<file path="src/sv/hssd_pkg.sv">
`timescale 1ns / 1ps
`default_nettype none

package hssd_pkg;

   localparam int DIGITS_DEFAULT = 4;

   localparam int START_TICKS = 3;
   localparam int STOP_TICKS  = 3;
   localparam int BYTE_TICKS  = 18;
   localparam int DATA_BITS   = 16;
   localparam int SUB_W       = $clog2(BYTE_TICKS);

   localparam int CSR_INDEX_W = 2;
   localparam int CSR_DATA_W  = 3;

   localparam logic [CSR_INDEX_W-1:0] CSR_BRIGHTNESS = 2'd0;
   localparam logic [CSR_INDEX_W-1:0] CSR_COLON_ON   = 2'd1;

   localparam logic FUNC_LOAD = 1'b0;
   localparam logic FUNC_TICK = 1'b1;

   localparam logic [7:0] CMD_DATA   = 8'h40;
   localparam logic [7:0] CMD_ADDR   = 8'hC0;
   localparam logic [7:0] CMD_DISP   = 8'h88;
   localparam logic [7:0] COLON_BIT  = 8'h80;
   localparam logic [7:0] BRIGHT_MSK = 8'h07;

   typedef struct packed {
      logic        func;
      logic [15:0] value;
   } req_type;

   typedef struct packed {
      logic clk_level;
      logic dio_level;
      logic busy_res;
      logic load_rejected;
      logic frame_done;
   } rsp_type;

   typedef struct packed {
      logic [2:0] brightness;
      logic       colon_on;
   } cfg_type;

   typedef enum logic [1:0] {
      FR_CMD,
      FR_DATA,
      FR_CTRL
   } frame_type;

   typedef enum logic [1:0] {
      PH_START,
      PH_BYTE,
      PH_STOP
   } phase_type;

   function automatic logic [7:0] seg_encode(input logic [3:0] nib);
      logic [7:0] seg;
      case (nib)
         4'h0: seg = 8'h3F;
         4'h1: seg = 8'h06;
         4'h2: seg = 8'h5B;
         4'h3: seg = 8'h4F;
         4'h4: seg = 8'h66;
         4'h5: seg = 8'h6D;
         4'h6: seg = 8'h7D;
         4'h7: seg = 8'h07;
         4'h8: seg = 8'h7F;
         4'h9: seg = 8'h6F;
         4'hA: seg = 8'h77;
         4'hB: seg = 8'h7C;
         4'hC: seg = 8'h39;
         4'hD: seg = 8'h5E;
         4'hE: seg = 8'h79;
         default: seg = 8'h71;
      endcase
      return seg;
   endfunction

endpackage

`default_nettype wire

</file>
<file path="src/sv/hex_seven_segment_serial_driver.sv">
// Two-wire seven-segment display driver. A load beat (func 0) latches a
// 16-bit value shown as DIGITS hex digits; every tick beat (func 1) is one
// bit delay and returns the clock and data pin levels for that interval.
// One update takes 72 + 18*DIGITS ticks: command 0x40, address 0xC0 plus
// one segment byte per digit, then 0x88 | brightness, each framed by start
// and stop conditions, LSB first, with an unread acknowledge clock per byte.
// Loads during an update are dropped and flagged. Every beat gives exactly
// one response beat; one beat is taken per clock while responses are not
// stalled, and each passes the input register, then the response register.
// CSR writes (brightness, colon_on) must be made while no update runs.
`timescale 1ns / 1ps
`default_nettype none

module hex_seven_segment_serial_driver
   import hssd_pkg::*;
#(
   parameter int DIGITS = DIGITS_DEFAULT
) (
   input  wire logic                   clock,
   input  wire logic                   reset,
   input  wire logic                   req_valid,
   output logic                        req_ready,
   input  wire req_type                req_data,
   output logic                        rsp_valid,
   input  wire logic                   rsp_ready,
   output rsp_type                     rsp_data,
   input  wire logic                   csr_valid,
   output logic                        csr_ready,
   input  wire logic [CSR_INDEX_W-1:0] csr_index,
   input  wire logic [CSR_DATA_W-1:0]  csr_data
);

   cfg_type cfg_ff, cfg_in;
   logic    stg_valid;
   logic    stg_ready;
   req_type stg_data;

   assign csr_ready = 1'b1;

   always_comb begin
      cfg_in = cfg_ff;
      if (csr_valid) begin
         unique case (csr_index)
            CSR_BRIGHTNESS: cfg_in.brightness = csr_data;
            CSR_COLON_ON:   cfg_in.colon_on   = csr_data[0];
            default:        cfg_in            = cfg_ff;
         endcase
      end
   end

   always_ff @(posedge clock) begin
      if (reset) begin
         cfg_ff.brightness <= 3'd7;
         cfg_ff.colon_on   <= 1'b0;
      end else begin
         cfg_ff <= cfg_in;
      end
   end

   hssd_in_stage u_in_stage (
      .clock     (clock),
      .reset     (reset),
      .req_valid (req_valid),
      .req_ready (req_ready),
      .req_data  (req_data),
      .stg_valid (stg_valid),
      .stg_ready (stg_ready),
      .stg_data  (stg_data)
   );

   hssd_sequencer #(
      .DIGITS (DIGITS)
   ) u_sequencer (
      .clock     (clock),
      .reset     (reset),
      .cfg       (cfg_ff),
      .stg_valid (stg_valid),
      .stg_ready (stg_ready),
      .stg_data  (stg_data),
      .rsp_valid (rsp_valid),
      .rsp_ready (rsp_ready),
      .rsp_data  (rsp_data)
   );

endmodule

`default_nettype wire

</file>
<file path="src/sv/hssd_in_stage.sv">
`timescale 1ns / 1ps
`default_nettype none

module hssd_in_stage
   import hssd_pkg::*;
(
   input  wire logic    clock,
   input  wire logic    reset,
   input  wire logic    req_valid,
   output logic         req_ready,
   input  wire req_type req_data,
   output logic         stg_valid,
   input  wire logic    stg_ready,
   output req_type      stg_data
);

   logic    valid_ff;
   logic    valid_in;
   req_type data_ff;

   assign req_ready = !valid_ff || stg_ready;
   assign stg_valid = valid_ff;
   assign stg_data  = data_ff;

   always_comb begin
      valid_in = valid_ff;
      if (req_ready) begin
         valid_in = req_valid;
      end
   end

   always_ff @(posedge clock) begin
      if (reset) begin
         valid_ff <= 1'b0;
      end else begin
         valid_ff <= valid_in;
      end
   end

   always_ff @(posedge clock) begin
      if (req_valid && req_ready) begin
         data_ff <= req_data;
      end
   end

endmodule

`default_nettype wire

</file>
<file path="src/sv/hssd_sequencer.sv">
`timescale 1ns / 1ps
`default_nettype none

module hssd_sequencer
   import hssd_pkg::*;
#(
   parameter int DIGITS = DIGITS_DEFAULT
) (
   input  wire logic    clock,
   input  wire logic    reset,
   input  wire cfg_type cfg,
   input  wire logic    stg_valid,
   output logic         stg_ready,
   input  wire req_type stg_data,
   output logic         rsp_valid,
   input  wire logic    rsp_ready,
   output rsp_type      rsp_data
);

   localparam int BYTE_W = $clog2(DIGITS + 1);
   localparam int EXT_W  = 4 * DIGITS + DATA_BITS;
   localparam logic [BYTE_W-1:0] LAST_DIGIT = BYTE_W'(DIGITS);

   logic                busy_ff, busy_in;
   frame_type           frame_ff, frame_in;
   phase_type           phase_ff, phase_in;
   logic [SUB_W-1:0]    sub_ff, sub_in;
   logic [BYTE_W-1:0]   byte_ff, byte_in;
   logic [7:0]          shift_ff, shift_in;
   logic [15:0]         held_ff, held_in;
   logic                clk_pin_ff, clk_pin_in;
   logic                dio_pin_ff, dio_pin_in;
   logic                rsp_valid_ff, rsp_valid_in;
   rsp_type             rsp_ff, rsp_in;

   logic                fire;
   logic [EXT_W-1:0]    held_ext;
   logic [BYTE_W-1:0]   nib_idx;
   logic [3:0]          nib;
   logic [7:0]          new_byte;
   logic [7:0]          cur_byte;
   logic                last_byte;

   assign stg_ready = !rsp_valid_ff || rsp_ready;
   assign fire      = stg_valid && stg_ready;
   assign rsp_valid = rsp_valid_ff;
   assign rsp_data  = rsp_ff;

   // hex digit for the segment byte at the current position
   assign held_ext = EXT_W'(held_ff);
   assign nib_idx  = LAST_DIGIT - byte_ff;
   assign nib      = held_ext[4 * nib_idx +: 4];

   always_comb begin
      case (frame_ff)
         FR_CMD:  new_byte = CMD_DATA;
         FR_CTRL: new_byte = CMD_DISP | ({5'd0, cfg.brightness} & BRIGHT_MSK);
         FR_DATA: begin
            if (byte_ff == '0) begin
               new_byte = CMD_ADDR;
            end else begin
               new_byte = seg_encode(nib) | (cfg.colon_on ? COLON_BIT : 8'h00);
            end
         end
         default: new_byte = CMD_DATA;
      endcase
   end

   assign cur_byte  = (sub_ff == '0) ? new_byte : shift_ff;
   assign last_byte = (frame_ff == FR_DATA) ? (byte_ff == LAST_DIGIT) : (byte_ff == '0);

   always_comb begin
      busy_in      = busy_ff;
      frame_in     = frame_ff;
      phase_in     = phase_ff;
      sub_in       = sub_ff;
      byte_in      = byte_ff;
      shift_in     = shift_ff;
      held_in      = held_ff;
      clk_pin_in   = clk_pin_ff;
      dio_pin_in   = dio_pin_ff;
      rsp_valid_in = rsp_valid_ff;
      rsp_in       = rsp_ff;

      if (rsp_ready) begin
         rsp_valid_in = 1'b0;
      end

      if (fire) begin
         rsp_valid_in         = 1'b1;
         rsp_in.load_rejected = 1'b0;
         rsp_in.frame_done    = 1'b0;
         if (stg_data.func == FUNC_LOAD) begin
            if (busy_ff) begin
               rsp_in.load_rejected = 1'b1;
            end else begin
               held_in  = stg_data.value;
               busy_in  = 1'b1;
               frame_in = FR_CMD;
               phase_in = PH_START;
               sub_in   = '0;
               byte_in  = '0;
            end
            rsp_in.busy_res = 1'b1;
         end else if (!busy_ff) begin
            rsp_in.busy_res = 1'b0;
         end else begin
            rsp_in.busy_res = 1'b1;
            sub_in          = sub_ff + SUB_W'(1);
            unique case (phase_ff)
               PH_START: begin
                  clk_pin_in = (sub_ff < SUB_W'(2));
                  dio_pin_in = (sub_ff == '0);
                  if (sub_ff == SUB_W'(START_TICKS - 1)) begin
                     phase_in = PH_BYTE;
                     sub_in   = '0;
                     byte_in  = '0;
                  end
               end
               PH_BYTE: begin
                  shift_in = cur_byte;
                  if (sub_ff < SUB_W'(16)) begin
                     clk_pin_in = sub_ff[0];
                     dio_pin_in = cur_byte[sub_ff[3:1]];
                  end else begin
                     clk_pin_in = (sub_ff == SUB_W'(BYTE_TICKS - 1));
                     dio_pin_in = cur_byte[7];
                  end
                  if (sub_ff == SUB_W'(BYTE_TICKS - 1)) begin
                     sub_in = '0;
                     if (last_byte) begin
                        phase_in = PH_STOP;
                     end else begin
                        byte_in = byte_ff + BYTE_W'(1);
                     end
                  end
               end
               PH_STOP: begin
                  clk_pin_in = (sub_ff != '0);
                  dio_pin_in = (sub_ff == SUB_W'(2));
                  if (sub_ff == SUB_W'(STOP_TICKS - 1)) begin
                     sub_in   = '0;
                     phase_in = PH_START;
                     unique case (frame_ff)
                        FR_CMD:  frame_in = FR_DATA;
                        FR_DATA: frame_in = FR_CTRL;
                        default: begin
                           frame_in          = FR_CMD;
                           busy_in           = 1'b0;
                           rsp_in.frame_done = 1'b1;
                        end
                     endcase
                  end
               end
               default: begin
                  phase_in = PH_START;
                  sub_in   = '0;
               end
            endcase
         end
         rsp_in.clk_level = clk_pin_in;
         rsp_in.dio_level = dio_pin_in;
      end
   end

   always_ff @(posedge clock) begin
      if (reset) begin
         busy_ff      <= 1'b0;
         frame_ff     <= FR_CMD;
         phase_ff     <= PH_START;
         sub_ff       <= '0;
         byte_ff      <= '0;
         clk_pin_ff   <= 1'b1;
         dio_pin_ff   <= 1'b1;
         rsp_valid_ff <= 1'b0;
      end else begin
         busy_ff      <= busy_in;
         frame_ff     <= frame_in;
         phase_ff     <= phase_in;
         sub_ff       <= sub_in;
         byte_ff      <= byte_in;
         clk_pin_ff   <= clk_pin_in;
         dio_pin_ff   <= dio_pin_in;
         rsp_valid_ff <= rsp_valid_in;
      end
   end

   always_ff @(posedge clock) begin
      shift_ff <= shift_in;
      held_ff  <= held_in;
      rsp_ff   <= rsp_in;
   end

endmodule

`default_nettype wire

</file>
<file path="config.mk">
export PLATFORM = sky130hd
export DESIGN_NAME = hex_seven_segment_serial_driver
export DESIGN_NICKNAME = d
export VERILOG_FILES = /design/src/sv/hssd_pkg.sv /design/src/sv/hex_seven_segment_serial_driver.sv /design/src/sv/hssd_in_stage.sv /design/src/sv/hssd_sequencer.sv
export SDC_FILE = /design/constraint.sdc
export NUM_CORES = 1
export LEC_CHECK = 0
export BUFFER_PORTS_ARGS = -buffer_cell sky130_fd_sc_hd__buf_2
export CORE_MARGIN = 2
export CORE_UTILIZATION = 40
export CTS_CLUSTER_SIZE = 16
export DETAILED_ROUTE_END_ITERATION = 10
export PLACE_DENSITY = 0.63
export SYNTH_ARGS = -nofsm -noshare
export SYNTH_HDL_FRONTEND = slang
export SYNTH_HIERARCHICAL = 1
export SYNTH_SLANG_ARGS = --single-unit
</file>
<file path="constraint.sdc">
create_clock -name clock -period 3.15 [get_ports clock]
set_input_delay 0.4725 -clock clock [delete_from_list [all_inputs] [get_ports clock]]
set_output_delay 0.4725 -clock clock [all_outputs]
set_load 0.02 [all_outputs]
</file>
# Word level (Yosys, flattened, before mapping)
# Memory sizes are Yosys's and may differ from the RTL's.
# Index checks and enable logic that the tools add are counted.
# classes
n_addsub,3
n_lt_le_gt_ge,3
eq_ne,18
n_shift,1
n_mux,52
n_bitwise,3
n_reduce_logical,24
# ops
op,count
$mux 8,5
$shiftx 32x6->4,1
$mux 5,5
$mux 2,11
$mux 3,6
$ne 3x3->1 const B,6
$mux 1,17
$pmux 8 s2,1
$reduce_and 7->1,2
$pmux 5 s2,1
$or 8x8->8,1
$reduce_and 4->1,2
$eq 2x1->1 const B,3
$logic_not 2->1,3
$ne 2x2->1 const B,3
$pmux 1 s3,2
$pmux 2 s3,1
$pmux 3 s2,1
$reduce_and 3->1,2
$add 5x1->5 const B,1
$eq 5x2->1 const B,1
$eq 5x5->1 const B,1
$logic_not 5->1,1
$lt 5x2->1 const B,1
other kinds (19),26
# totals
regBits,67
rom_bits,112
inputBits,27
out_inout_bits,8
wordCells,125
memories,1
# memory_table
name,depth,width,read_ports,rd_clocked_by_memory_dff,write_ports,line,source
(name not given),16,7,1,0,0,hssd_pkg.sv:61,case (nib)

# Longest topological paths before layout
# Gate-level depths: netlist (run 1).
# An unclocked memory read counts as a cell.
# logic_depth
ltp_word,15
ltp_mapped,13
depth_no_buf,11

# Cells and area by module
# Netlist (run 1), hierarchy kept.
# by_module_without_submodules
mod,n_inst,cells_each,area_each_um2
hssd_sequencer,1,281,2840.2
hssd_in_stage,1,22,565.5
hex_seven_segment_serial_driver,1,20,192.7

# Worst setup path after synthesis (run 1)
# OpenSTA, ideal clock, no wires.
# synth_path
kind,register to register
from,register u_sequencer.byte_ff[0]
to,register u_sequencer.rsp_ff (netlist bit u_sequencer/rsp_data[3]) (data pin)
setup_time_ps,266
t_arrival_ps,2395
required_time_ps,2884
slack_ps,488
stages_incl_launch_ff,13
path_buffers,2
path_cell_list,dfxtp_1 > buf_6 > inv_1 > ha_1 > buf_4 > mux4_2 > and2_1 > ha_1 > inv_1 > a31oi_4 > a21boi_1 > o211a_1 > a21oi_1
# synth_via
elab_chain_len,15
# synth_rtl
element,line,source
start: declaration,hssd_sequencer.sv:28,"logic [BYTE_W-1:0] byte_ff, byte_in;"
start signal: assignment,hssd_sequencer.sv:181,byte_ff <= byte_in;
$sub 3x3->3,hssd_sequencer.sv:51,assign nib_idx = LAST_DIGIT - byte_ff;
$shiftx 32x6->4,hssd_sequencer.sv:52,assign nib = held_ext[4 * nib_idx +: 4];
$mem_v2 16x7,n/a,
$mux 8,hssd_sequencer.sv:59,if (byte_ff == '0) begin
$mux 8,hssd_sequencer.sv:55,case (frame_ff)
$or 8x8->8,hssd_sequencer.sv:62,new_byte = seg_encode(nib) | (cfg.colon_on ? COLON_BIT : 8'h00);
$mux 8 *,hssd_sequencer.sv:59,
$pmux 8 s2 *,hssd_sequencer.sv:55,
$mux 8 *,hssd_sequencer.sv:69,assign cur_byte = (sub_ff == '0) ? new_byte : shift_ff;
$bmux 1 s3,hssd_sequencer.sv:124,dio_pin_in = cur_byte[sub_ff[3:1]];
$mux 1 (not written as such),hssd_sequencer.sv:124,
$mux 1 *,hssd_sequencer.sv:122,if (sub_ff < SUB_W'(16)) begin
$pmux 1 s3 *,hssd_sequencer.sv:110,unique case (phase_ff)
$mux 1 *,hssd_sequencer.sv:105,end else if (!busy_ff) begin
$mux 1 *,hssd_sequencer.sv:93,if (stg_data.func == FUNC_LOAD) begin
end signal: assignment,hssd_sequencer.sv:191,rsp_ff <= rsp_in;
end: declaration,hssd_sequencer.sv:34,"rsp_type rsp_ff, rsp_in;"
# Mark *: on every way between the ends. The rest lies on a longest branch, timed or not. The select of a mux whose other input is x is not followed.
# A chain may end at the register's enable or synchronous reset.

# Worst setup path in the final report (run 1)
# Same ends and word-level chain as after synthesis.

==> metrics list, run 1 <==
- Outcome: completed
* Setup repair after global routing missed its margin: false
* Final antenna-violating net count: 0
- Setup violations remaining at the end of the flow were counted as 0.
* Data arrival time at the worst-slack endpoint: 2840 ps
- Cell with the most instances on the worst path: ha_1
- The number of gates resized after CTS was 0.
* Post-CTS setup repair buffer count: 0
- The number of antenna violations at the first check in global routing was 0.
- Fraction of registers with async set or reset after synthesis: 0%
* Total number of yosys warnings: 6
* Max-slew violation count: 0
- The final layout contains 407 nets.
- Commonest non-fill, non-tap cells in the layout: 46 x edfxtp_1, 33 x buf_2, 30 x nand2_1
* Commonest register cell after synthesis: edfxtp_1
- Area of the mapped netlist: 3600 um^2
- The total overflow left after global routing is 0.
- Summed over all cells, the static leakage comes to 1.54 nW.
- The number of hold violations in the final report is 0.
* Footprint of the multi-input gates: 1660 um^2
- Number of fillers in the final layout: 778
* Fraction of final layout cells with drive strength greater than 1: 21.6%
- Latest clock arrival within the worst-skew pair: 350 ps
- Worst slack on hold paths: 299 ps
* Clock transition time at the flip-flop clock pins of the worst setup and hold paths: 80 ps
* Pwr per Cell Area: 448 nW/um^2
- Detail-routed net length per standard cell: 14.1 um
- Die Y: 98.8 um
- TritonCTS built the clock tree.
- Final critical-path required period: 2640 ps
* Number of synthesized flops with an enable pin: 46
- Ratio of routed vias to standard cells: 5.13
* Number of cells produced by synthesis: 323
- Pre-CTS setup slack: 543 ps
* Global-route wire length before repair: 11500 um
- The clock net in this run drives a total of 67 sinks.
* Clock skew after layout: 11.2 ps
- CTS placed an instance of clkbuf_8 at the clock tree root.
- Unique masters post-synth: 64
* Seq cells post-synth: 67
* Number of violations of the max-capacitance limit: 0
* Type of the worst setup path: reg2reg
* Post-synthesis to final-layout area growth: 13.1%
- In this run the tightest slew margin relative to its limit is 52.9%.
- After layout, the worst setup slack is 506 ps.
- Number of buffers inserted for hold repair after clock tree synthesis: 0
- Worst Path Buf+Inv: 2
* Area of the core: 8720 um^2
- In this run the register-to-register setup slack is 510 ps.
- Placer's final routability congestion estimate: 0.810
- Overall Global Routing Usage: 14.8%
- In the finished design, the share of the clock period the worst path needs comes to 83.9%.
- Class of the tightest hold or removal check: in2reg
* Vias in the first global route: 2353
- Critical path endpoint category: flip-flop
* Critical path launch point type: flip-flop
- Number of iterations in the first detailed-routing pass: 4
* Maximum level of the CTS H-tree: 3
- Diode count: 0
- Number of buffers created by CTS: 9
- At the worst endpoint, the required time is 3350 ps.
* Max IR drop VDD: 0.265 mV
- Area of the die: 9770 um^2
- In this run the tool buffered the top-level ports with 33 buffer cells.
- Traced cell by cell, the critical path runs through inv_1 > ha_1 > ha_1 > and2_1 > inv_1 > ha_1 > nor3b_1 > o21ai_0 > a31oi_1 > o211ai_1 > a21oi_1.
- After routing, the total negative slack on setup checks comes to 0 ps.
- Mapped Nets: 370
* Sequential cell area in the final layout: 1800 um^2
- For this configuration, the core starts out at a cell density of 41.3%.
- Most common cell after layout, fill and taps aside: edfxtp_1
* Buffer depth of the longest clock path: 2
- Sequential-to-total area share from yosys stat: 50.1%
- Number of vias in the routed layout: 2428
- At the pin with the least slew margin, the transition time is 707 ps.
- 1st-iter DRT viols: 178
- DRC violation count after routing: 0
- Maximum number of pins on one net before global-route repair: 26
- The cell family contributing the most delay on the critical path is adder cells.
- For this run, the top clock speed supported by timing is 0.378 GHz.
- In this design, the stage delay of the slowest critical-path cell is 410 ps.
- Half-perimeter wire length of the detailed placement result: 4830 um
- Mean area per synthesized cell: 11.1 um^2
- Routed wire length: 6660 um
- Among all stages on the critical path, the largest delay is contributed by ha_1.
* Floorplan die width: 98.8 um
- Critical-path maximum fanout: 8
- Pin placement for this block handled 35 I/O pins.
* Number of rows in the core area: 34
layout make-up:
cell class / count / share of cell area, %
flip-flops and latches: 67 / 44.3
multi-input cells: 224 / 40.8
repair buffers: 37 / 4.79
well taps: 108 / 3.32
clock buffers: 9 / 3.04
inverters: 21 / 1.94
clock inverters: 7 / 1.87
worst reg2reg max path: cells and delay by family (launching register included):
family | cells | cell delay [ps]
buffers and inverters | 2 | 190
and+or+nand+nor | 2 | 430
adders and majority gates | 3 | 880
DFF | 1 | 340
AOI/OAI and AO/OA | 4 | 670
state kept, by name, summed over array words and instances (netlist names):
register,cells
u_in_stage/stg_data,17
u_sequencer/held_ff,16
u_sequencer/shift_ff,8
u_sequencer/rsp_data,5
u_sequencer/sub_ff,5
cfg_ff,4
u_sequencer/byte_ff,3
u_sequencer/frame_ff,2
u_sequencer/phase_ff,2
u_in_stage/stg_valid,1
u_sequencer/busy_ff,1
u_sequencer/clk_pin_ff,1
u_sequencer/dio_pin_ff,1
u_sequencer/rsp_valid,1
cell usage after synthesis, types with 4 or more instances:
cell	instances	share of area, %
a21o_1	4	0.83
a21oi_1	18	2.5
clkbuf_1	7	0.73
dfxtp_1	21	12
edfxtp_1	46	38
ha_1	20	7.0
inv_1	20	2.1
mux2_2	4	1.3
mux2i_1	13	3.6
mux4_2	4	2.5
nand2_1	30	3.1
nand2b_1	10	1.7
nand3_1	7	0.97
nand3b_1	5	1.0
nand4_1	7	1.2
nor2_1	27	2.8
nor3_1	4	0.56
o21ai_0	10	1.4
xor2_1	6	1.5
metrics by stage:
stage | area, um^2 | power [mW] | util (%) | std cells
after CTS | 4070 | 1.85 | 46.7 | 473
after floorplan | 3600 | 1.08 | - | 323
after global placement | 3870 | 1.12 | 44.4 | 457
final | 4070 | 1.82 | 46.7 | 473
after detailed placement | 3870 | 1.12 | 44.4 | 457
after global routing | 4070 | 1.90 | 46.7 | 473
routing by layer:
layer	routed length, um	GRT usage, %	share of wire (%)	vias to the layer above
met3	239	3.33	3.6	7
met5	0	0	0	-
met1	3320	21.1	50	1129
met4	94	5.37	1.4	0
li1	-	-	-	1255
met2	3010	22.1	45	37
power by group:
part / switching [mW] / internal, mW / leakage, nW
Combinational: 0.0661 / 0.0474 / 0.842
Clock: 0.355 / 0.371 / 0.0962
Sequential: 0.0157 / 0.970 / 0.600
cells by family (layout without fill, tap and decap cells):
group / Yosys count / in the layout / synth area share, %
adders and majority gates: 20 / 20 / 6.95
DFF: 67 / 67 / 50.1
buffers and inverters: 32 / 74 / 3.79
AOI/OAI and AO/OA: 63 / 63 / 12.4
other: 1 / 1 / 0.104
muxes: 21 / 21 / 7.37
xor gates and xnor gates: 7 / 7 / 1.70
and+or+nand+nor: 112 / 112 / 17.6
final timing paths:
| path | depth (start not counted) | start | end |
|---|---|---|---|
| hold / removal | 1 | req_data[13] | u_in_stage/stg_data[13] |
| hold reg to reg | 0 | u_in_stage/stg_data[4] | u_sequencer/held_ff[4] |
| setup / recovery | 11 | u_sequencer/byte_ff[0] | u_sequencer/rsp_data[3] |
| setup reg to reg | 11 | u_sequencer/byte_ff[0] | u_sequencer/rsp_data[3] |
Power figures use the tool's default switching activity.
==> inputs of run 2 (changes only) <==
--- a/config.mk
+++ b/config.mk
@@ -5,12 +5,13 @@
 export SDC_FILE = /design/constraint.sdc
 export NUM_CORES = 1
 export LEC_CHECK = 0
+export ABC_AREA = 1
 export BUFFER_PORTS_ARGS = -buffer_cell sky130_fd_sc_hd__buf_2
 export CORE_MARGIN = 2
 export CORE_UTILIZATION = 40
 export CTS_CLUSTER_SIZE = 16
 export DETAILED_ROUTE_END_ITERATION = 10
-export PLACE_DENSITY = 0.63
+export PLACE_DENSITY = 0.65
 export SYNTH_ARGS = -nofsm -noshare
 export SYNTH_HDL_FRONTEND = slang
 export SYNTH_HIERARCHICAL = 1
==> constraint.sdc (replaced) <==
create_clock -name clock -period 2.25 [get_ports clock]
set_input_delay 0.3375 -clock clock [delete_from_list [all_inputs] [get_ports clock]]
set_output_delay 0.3375 -clock clock [all_outputs]
set_load 0.02 [all_outputs]
==> run 2 against run 1 <==
  * The run now ends with setup timing left
  * Sequential share of layout area is 1.6 points lower
  * Total power is 51% higher
  * Sequential power is 40% higher
  * Via count is 11% higher
  * Clock power is 34% higher
  * Clock-buffer cell count stayed put
  * Non-clock buffer count is 27 higher
  * First-iteration DRC count is 30% lower
  * Fmax is 6.3% higher
  * Highest routed layer unchanged
==> metrics list, run 2 <==
* End of the worst hold path: u_in_stage/stg_data[14]
* Clock skew after layout: 16.1 ps
- The flow ran to the end, but the final reports show violations.
* Commonest non-fill, non-tap cells in the layout: 94 x nand2_1, 46 x inv_1, 46 x edfxtp_1
- Entering global routing, the biggest net connects 18 pins.
* TNS Setup: -472 ps
- The area growth from synthesis to layout is 22.7%.
* Mean area per synthesized cell: 8.97 um^2
- The root buffer cell chosen for the clock tree is clkbuf_8.
* Ratio of routed vias to standard cells: 4.77
- Synthesis inferred 67 register bits.
- In this run the power density over the cells is 648 nW/um^2.
- The clock reaches the later pin of the worst-skew pair after 350 ps.
- LEAKAGE: 1.83 nW
* Overall power of the completed layout: 2.75 mW
- Diode count: 0
* Utilization after layout: 51.0%
* Buffer depth of the longest clock path: 2
- Top-count cell post-synth: nand2_1
- Internal power comes to 2.03 mW.
- The first routing iteration left 125 violations.
* Unique masters post-synth: 34
- In the post-route analysis, the smallest setup slack over all paths is -238 ps.
* Number of vias in the routed layout: 2694
- Net switching is 26.0% of the power.
- Area of the mapped netlist: 3450 um^2
- Instance count along the most critical hold path: 1
* Proportion of power drawn by the clock network: 35.5%
- Multiplexer fraction of the synthesized cell area: 0%
- In the post-synthesis netlist, the biggest area contributors are edfxtp_1 40%, dfxtp_1 12%, nand2_1 11%, ha_1 7.2%, inv_1 5.5%.
- Setup repair after global routing missed its margin: true
- Of all flip-flops after synthesis, the portion carrying an async set or reset was 0%.
- The register with the most flip-flops in the layout has 17 of them.
* Global-route wire length before repair: 11400 um
- Grt total ovfl: 0
- The clock tree synthesis step divided the H-tree into 3 levels.
* Number of clock sinks seen by CTS: 67
- The routed design has 6540 um of wire.
- Length in cells of the worst reg-to-reg path: 23
- Dominant combinational cell family by area after synthesis: simple AND/OR/NAND/NOR gates
- STA puts the critical path data arrival time at 2570 ps.
* Final critical-path required period: 2490 ps
- The worst setup path is launched from a flip-flop.
- Initial core utilization: 41.6%
* Compound-gate portion of the synthesized area: 7.07%
- Number of buffers created by CTS: 9
- Max_slew headroom: 64.1%
* Ratio of final minimum period to clock period: 111%
- Net Switching: 0.715 mW
- Number of synthesized flops with an enable pin: 46
- Detail-routed net length per standard cell: 11.6 um
* Setup violation total in the final timing report: 3
* Reg-to-reg slack, setup: -240 ps
- Detailed placement finished with a half-perimeter wire length of 4830 um.
- The worst hold path begins at req_data[14].
- Vias in the first global route: 2529
* Mapped Nets: 432
- The floorplan has 33 rows.
- Max IR drop VDD: 0.397 mV
- Area of the die: 9390 um^2
- Across every metal layer, demand over resource in global routing totals 14.9%.
* Placer's final routability congestion estimate: 0.883
- Among all flip-flop cells after synthesis, the most frequent one is edfxtp_1.
- Type of the worst setup path: reg2reg
- TritonCTS built the clock tree.
- Based on the critical path, the design can be clocked at up to 0.402 GHz.
* Comb pwr share: 14.1%
* Critical path required time: 2330 ps
- Of all cell types, the one taking the most synthesized area is edfxtp_1.
* Total number of yosys warnings: 6
* Fraction of final layout cells with drive strength greater than 1: 27.4%
- In this run the worst hold path is classified as in2reg.
- The first detailed-routing pass ran for 4 iterations.
* Critical-path maximum fanout: 5
- Ranking of synthesized cells by instance count: 98 x nand2_1, 51 x inv_1, 46 x edfxtp_1, 32 x nand3_1, 30 x nor2_1
- Violated checks: setup timing
- During placement, the flow inserted port buffers numbering 33.
- After Yosys synthesis, XOR and XNOR cells account for 0.507% of the synthesized area.
- Die Y: 96.9 um
* Sequential-to-total area share from yosys stat: 52.2%
- Leaving out fill and tap cells, the most frequent cell in the layout is nand2_1.
- In this run the critical register-to-register path is captured at u_sequencer/rsp_data[3].
* Final number of hold-violating endpoints: 0
- IO Count: 35
- The core region is 8300 um^2.
* Clock transition time at the flip-flop clock pins of the worst setup and hold paths: 80 ps
* Share of Yosys cell area claimed by the top area cell type: 40.0%
- Summing the areas of all and, or, nand and nor instances in the mapped netlist gives 25.9% of the synthesized area.
- Of the total power, registers draw 50.4%.
- Final antenna-violating net count: 0
- In the routed design, unresolved DRC markers number 0.
* Number of cells produced by synthesis: 385
* Number of buffers inserted for hold repair after clock tree synthesis: 0
- Across the run, the number of max-cap violations was 0.
* Antenna violations before repair: 0
- Max-slew violation count: 0
- Final #Nets: 502
* Adder and majority cell fraction of the synthesized area: 7.25%
- Floorplan die width: 96.9 um
- STA classifies the critical path endpoint as a flip-flop.
- In this run the critical register-to-register path is launched from u_sequencer/byte_ff[1].
* Slew at the pin closest to its max-slew limit: 530 ps
-- run 2: what timing repair did --
| action | 4_1_cts | 5_1_grt |
|---|---|---|
| resized for setup | 3 | 8 |
| endpoints found under the setup margin | 2 | 3 |
| setup buffers | 2 | 6 |
| pin swaps | 4 | 12 |
-- run 2: layer usage --
layer | track usage, % | wire (um) | vias to the layer above
li1 | - | - | 1409
met1 | 19.7 | 3190 | 1219
met2 | 23.5 | 3000 | 57
met3 | 3.47 | 230 | 9
met4 | 5.85 | 116 | 0
met5 | 0 | 0 | -
-- run 2: through the flow --
stage / hold slack (ps) / instances / setup slack [ps] / instance area, um^2
2_1_floorplan: 400 / 385 / -94.2 / 3510
3_3_place_gp: 403 / 541 / -166 / 3950
3_5_place_dp: 405 / 541 / -235 / 3950
6_report: 159 / 565 / -238 / 4240
4_1_cts: 149 / 559 / -188 / 4160
5_1_grt: 143 / 565 / -474 / 4240
-- run 2: final cells by class --
cell class | instances | area, um^2
clock buffers | 9 | 124
fillers | 770 | 4060
multi-input cells | 257 | 1490
flip-flops and latches | 67 | 1810
inverters | 56 | 220
well taps | 105 | 131
clock inverters | 7 | 67.6
repair buffers | 64 | 398
-- run 2: worst max-delay path, cell delays in order, from the launching register on --
cell and delay (ps):
dfxtp_2 340, inv_2 50, ha_4 290, inv_4 50, nor2_4 60, nand2_1 50
nand2_1 80, nand2_2 90, inv_4 80, ha_4 200, inv_2 40, nand2_1 40
nor2_1 100, nor2_1 50, nand2_1 60, nand2_1 50, nand2_1 70, nand2_2 70
a21oi_2 120, nand2_1 70, nand3_1 80, nand2_1 50, nand2_1 70, a21boi_1 60
-- run 2: logic make-up (layout without fill, tap and decap cells) --
logic type	Yosys count	after routing
compound gates	42	42
flops	67	67
fa+ha+maj	20	20
buf+inv	61	136
other cells	1	1
xor+xnor	2	2
simple gates	192	192
-- run 2: worst max path at each step --
stage                                start                      end  slack, ps  cells after the start
detailed placement  u_sequencer/byte_ff[1]  u_sequencer/rsp_data[3]       -240                     23
CTS                 u_sequencer/byte_ff[1]  u_sequencer/rsp_data[3]       -190                     23
global route        u_sequencer/byte_ff[0]  u_sequencer/rsp_data[3]       -470                     23
finish              u_sequencer/byte_ff[1]  u_sequencer/rsp_data[3]       -240                     23
global placement    u_sequencer/byte_ff[1]  u_sequencer/rsp_data[3]       -170                     19
floorplan           u_sequencer/byte_ff[0]  u_sequencer/rsp_data[3]        -90                     23
-- run 2: power groups by stage --
stage / clock (mW) / combinational (mW) / sequential, mW
global route: 1.05 / 0.437 / 1.39
CTS: 0.996 / 0.372 / 1.38
global placement: 0 / 0.362 / 1.41
detailed placement: 0 / 0.366 / 1.41
floorplan: 0 / 0.244 / 1.42
finish: 0.974 / 0.388 / 1.38
